==> config.mk <==
export PLATFORM = sky130hd
export DESIGN_NAME = pzpc_controller
export DESIGN_NICKNAME = d
export VERILOG_FILES = /design/src/sv/pzpc_pkg.sv /design/src/sv/pzpc_controller.sv
export SDC_FILE = /design/constraint.sdc
export NUM_CORES = 1
export LEC_CHECK = 0
export BUFFER_PORTS_ARGS = -buffer_cell sky130_fd_sc_hd__buf_2
export CORE_MARGIN = 2
export CORE_UTILIZATION = 54
export CTS_CLUSTER_SIZE = 28
export DETAILED_ROUTE_END_ITERATION = 8
export GPL_ROUTABILITY_DRIVEN = 0
export PLACE_DENSITY = 0.79
export SYNTH_ARGS = -nofsm -noshare
export SYNTH_HDL_FRONTEND = slang
export SYNTH_SLANG_ARGS = --single-unit
==> constraint.sdc <==
create_clock -name clk -period 2.16 [get_ports clk]
set_input_delay 0.432 -clock clk [delete_from_list [all_inputs] [get_ports clk]]
set_output_delay 0.432 -clock clk [all_outputs]
set_load 0.02 [all_outputs]
==> src/sv/pzpc_pkg.sv <==
package pzpc_pkg;

  // Item kinds on the input channel.
  localparam logic CMD_LOAD_VERTEX = 1'b0;
  localparam logic CMD_TEST_POINT  = 1'b1;

  // Configuration register indexes.
  localparam logic [1:0] REG_POINT_QUOTA  = 2'd0;
  localparam logic [1:0] REG_MIN_TIME_IN  = 2'd1;
  localparam logic [1:0] REG_MIN_TIME_OUT = 2'd2;

  localparam logic [15:0] COUNT_MAX          = 16'hFFFF;
  localparam logic [15:0] POINT_QUOTA_RST    = 16'd4;
  localparam logic [23:0] MIN_TIME_IN_RST    = 24'd1000000;
  localparam logic [23:0] MIN_TIME_OUT_RST   = 24'd1000000;

  typedef enum logic [2:0] {
    ST_IDLE,
    ST_PREFETCH,
    ST_EDGE,
    ST_DRAIN,
    ST_TALLY,
    ST_REPORT
  } pzpc_state_t;

  typedef struct packed {
    logic vtx_wr;       // write the accepted vertex into the polygon store
    logic point_start;  // latch the accepted point and clear the crossing parity
    logic rd_en;        // read one vertex from the store
    logic rd_first;     // this read fetches the closing vertex of the polygon
    logic tally;        // fold the crossing parity into the scan count
    logic report;       // hysteresis update and result load
  } pzpc_cmd_t;

  typedef struct packed {
    logic pipe_empty;   // no edge test in flight
    logic point_final;  // latched point closes the scan
    logic out_free;     // output register can take a result this cycle
  } pzpc_status_t;

endpackage

==> src/sv/pzpc_controller.sv <==
module pzpc_controller #(
  parameter int MAX_VERTICES = 16,
  parameter int AW           = 4,
  parameter int TW           = 5
) (
  input  logic                   clk,
  input  logic                   rst,
  input  logic                   in_valid,
  output logic                   in_stall,
  input  logic                   cmd,
  input  logic [3:0]             vertex_slot,
  input  logic                   final_item,
  input  pzpc_pkg::pzpc_status_t status,
  output pzpc_pkg::pzpc_cmd_t    cmd_out,
  output logic [AW-1:0]          rd_addr
);
  import pzpc_pkg::*;

  pzpc_state_t   state, state_next;
  logic [TW-1:0] vertex_total;
  logic [TW-1:0] edge_idx;
  logic          accept;
  logic          slot_ok;
  logic          last_edge;

  assign accept    = in_valid && !in_stall;
  assign slot_ok   = 32'(vertex_slot) < MAX_VERTICES;
  assign last_edge = edge_idx == (vertex_total - TW'(1));

  always_comb begin
    state_next = state;
    case (state)
      ST_IDLE: begin
        if (accept && (cmd == CMD_TEST_POINT)) begin
          state_next = (vertex_total == '0) ? ST_TALLY : ST_PREFETCH;
        end
      end
      ST_PREFETCH: state_next = ST_EDGE;
      ST_EDGE: begin
        if (last_edge) begin
          state_next = ST_DRAIN;
        end
      end
      ST_DRAIN: begin
        if (status.pipe_empty) begin
          state_next = ST_TALLY;
        end
      end
      ST_TALLY: state_next = status.point_final ? ST_REPORT : ST_IDLE;
      ST_REPORT: begin
        if (status.out_free) begin
          state_next = ST_IDLE;
        end
      end
      default: state_next = ST_IDLE;
    endcase
  end

  // The input is never stalled in the idle state, so a valid there is a transaction.
  always_comb begin
    cmd_out  = '0;
    in_stall = 1'b1;
    rd_addr  = AW'(edge_idx);
    case (state)
      ST_IDLE: begin
        in_stall            = 1'b0;
        cmd_out.vtx_wr      = in_valid && (cmd == CMD_LOAD_VERTEX) && slot_ok;
        cmd_out.point_start = in_valid && (cmd == CMD_TEST_POINT);
      end
      ST_PREFETCH: begin
        cmd_out.rd_en    = 1'b1;
        cmd_out.rd_first = 1'b1;
        rd_addr          = AW'(vertex_total - TW'(1));
      end
      ST_EDGE:   cmd_out.rd_en  = 1'b1;
      ST_DRAIN:  ;
      ST_TALLY:  cmd_out.tally  = 1'b1;
      ST_REPORT: cmd_out.report = status.out_free;
      default: ;
    endcase
  end

  always_ff @(posedge clk) begin
    if (rst) begin
      state        <= ST_IDLE;
      vertex_total <= '0;
      edge_idx     <= '0;
    end else begin
      state <= state_next;
      if (accept && (cmd == CMD_LOAD_VERTEX) && slot_ok && final_item) begin
        vertex_total <= TW'({1'b0, vertex_slot} + 5'd1);
      end
      if (state == ST_EDGE) begin
        edge_idx <= edge_idx + TW'(1);
      end else begin
        edge_idx <= '0;
      end
    end
  end

endmodule

==> flow_summary.yaml <==
setup_path:
  worst_path_dominant_cell_family: "flip-flops"
  endpoint_kind: "output pin"
  cpPeakStageDelay_ps: 580
  path_cells: "nand2_1, o21ai_0, buf_2"
  setup.worst_path.start_class: "flip-flop"
  cp.arrival_ps: 1560
  crit_path_top_delay_cell: "dfxtp_1"
  cp_num_buf_inv: 1
  cp_data_required_time_ps: 1730
  path_class: "reg -> out"
  path_max_fanout: 13
layout:
  drive_gt1_share_pct: 26.6
  fin_nets: 144
  syn_to_final_growth_pct: 14.2
  final-instance-count-excl-fill: 144
  antenna_cells: 0
  design_area_sq_um: 977
detailed_routing:
  wl_per_cell_um: 11.5
  drt_iter0_markers: 10
  ant_nets: 0
  routed_via_density: 5.40
  wl_mm: 1.65
  firstDrtPassIters: 4
  vias: 777
  drc: 0
clocking:
  cts_buffer_depth: 2
  cts-root-buf: "clkbuf_4"
  cts.clk_slew.worst_paths_ps: 80
  postCtsHoldBufs: 0
  cts_sinks: 13
  post_cts_buffers: 0
  cts_resized: 0
  cts_tree: "done"
  htreeDepth: 1
  clkLatencyLatePin_ps: 280
  cts_buffers: 3
die:
  die-area_sq_um: 1920
  core_area_sq_um: 1490
  die_x_um: 43.8
  start_util_pct: 57.5
  io_pins: 23
  fp.dieH_um: 43.8
  num_rows: 14
power:
  p_total_mw: 1.05
  ir_drop_mv: 0.590
  p_per_area_nw_per_um2: 1080
  p_leak_nw: 0.425
global_routing:
  globalRouteOverflowTotal: 0
  grt_max_degree: 14
  grt_pass1_wl_mm: 2.95
  first_global_vias: 699
  antenna_found_initial: 0
  grt.total_usage_pct: 20.4
logic_synthesis:
  synthesis.nets: 123
  syn_area_sq_um: 856
  synth_area_leaders: "dfxtp_1 (30%), xnor2_1 (8.2%), nor2_1 (6.6%), xor2_1 (6.1%), nand2_1 (5.3%)"
  synth_top_area_share_pct: 30.4
  synth_flop_cell: "dfxtp_1"
  synthArstFlopShare_pct: 0
  synth.distinct_cells: 30
  synth_common_cells: "nor2_1 (15), dfxtp_1 (13), nand2_1 (12)"
  syn_inst: 108
  yosys.area.top_type: "dfxtp_1"
  seq_area_frac_synth_pct: 30.4
  synth-edff-count: 0
  synth_area_per_cell_sq_um: 7.92
  synth_warnings: 0
  yosysMostFrequentCell: "nor2_1"
  ys_ff_latch: 13
outcome:
  status: "complete, no violations"
place:
  port_buffers: 22
  post-dp-hpwl_mm: 1.29
  placed_area_sq_um: 951
  dp.cells: 140
timing:
  skew_ps: 5.07
  finalSetupViolations: 0
  setup_tns_ps: 0
  slew_headroom_pct: 71.9
  fmaxAchievable_mhz: 503
  period_minus_slack_ps: 1990
  fin_crit_sh_pct: 92.0
  rsz0062_at_grt: "false"
  drv_slew: 0
  worstMarginPinSlew_ps: 420
  hold_viol: 0
  hold_slack_ps: 384
flow_run:
  maxCapViolations: 0
worst_hold_path:
  hold_path.class: "in -> reg"
[power by group]
| group | leakage (nW) | switching [mW] | internal, mW |
|---|---|---|---|
| sequential | 0.105 | 0.0815 | 0.274 |
| combinational | 0.305 | 0.329 | 0.221 |
| clock | 0.0150 | 0.0772 | 0.0716 |
| total | 0.425 | 0.487 | 0.567 |
[routing by layer]
metal	vias to the layer above	global-route usage (%)	share of wire (%)
met3	5	3.75	4.5
met1	349	25.4	47
li1	406	-	-
met4	0	9.09	1.9
met5	-	0	0
met2	17	34.1	47
[worst reg2reg max path, delay by kind of cell (launching register included)]
kind | cells | cell delay, ps
xor gates and xnor gates | 2 | 450
DFF | 1 | 420
adders and majority gates | 1 | 210
and+or+nand+nor | 1 | 200
AOI/OAI and AO/OA | 1 | 150
buffers and inverters | 1 | 70
[layout by cell type, fill, tap and decap left out, drive strengths merged, types with 3 or more instances in the layout]
master  netlist  routed
xnor2         8       8
nand3         3       3
clkbuf        0       4
nor2         15      15
xor2          6       6
buf           6      22
inv           7       7
dfxtp        13      13
o21ai         6       6
nand2        12      12
a211oi        3       3
ha            3       3
nor3          5       5
a21oi         6       6
[layout make-up]
cell class	count	area [sq um]
fill	137	512
inverter	7	26.3
multi-input combinational	82	534
clock buffer	4	26.3
timing repair buffer	22	110
sequential	13	260
tap	16	20.0
[registers in the layout, indices dropped and copies added, names as in the netlist]
register	cells
edge_idx	5
vertex_total	5
state	3
[kinds of logic after synthesis]
logic type / after synthesis / synth area share, %
AO/OA/AOI/OAI: 19 / 15.5
XOR/XNOR: 14 / 14.3
adder cells (fa/ha/maj): 3 / 4.39
buffers and inverters: 13 / 7.16
flip-flops: 13 / 30.4
multiplexers: 1 / 1.17
AND/OR/NAND/NOR: 45 / 27.0
[worst paths after layout]
path | startpoint | end | slack (ps) | cells after the start
setup / recovery | state[0]$_SDFFE_PP0P_ | rd_addr[3] | 170 | 3
hold / removal | vertex_slot[0] | vertex_total[0]$_SDFFE_PP0P_ | 380 | 2
setup reg to reg | vertex_total[0]$_SDFFE_PP0P_ | state[0]$_SDFFE_PP0P_ | 580 | 6
hold reg to reg | edge_idx[0]$_SDFF_PP0_ | edge_idx[0]$_SDFF_PP0_ | 500 | 1
[through the flow]
| step | worst slack, ps | utilization [%] |
|---|---|---|
| after detailed placement | 502 | 63.9 |
| after CTS | 188 | 65.6 |
| final | 172 | 65.6 |
| after global placement | 557 | 63.9 |
| after global routing | 26.2 | 65.6 |
| after floorplan | 453 | - |
No activity file was read; power rests on OpenSTA's default activity.
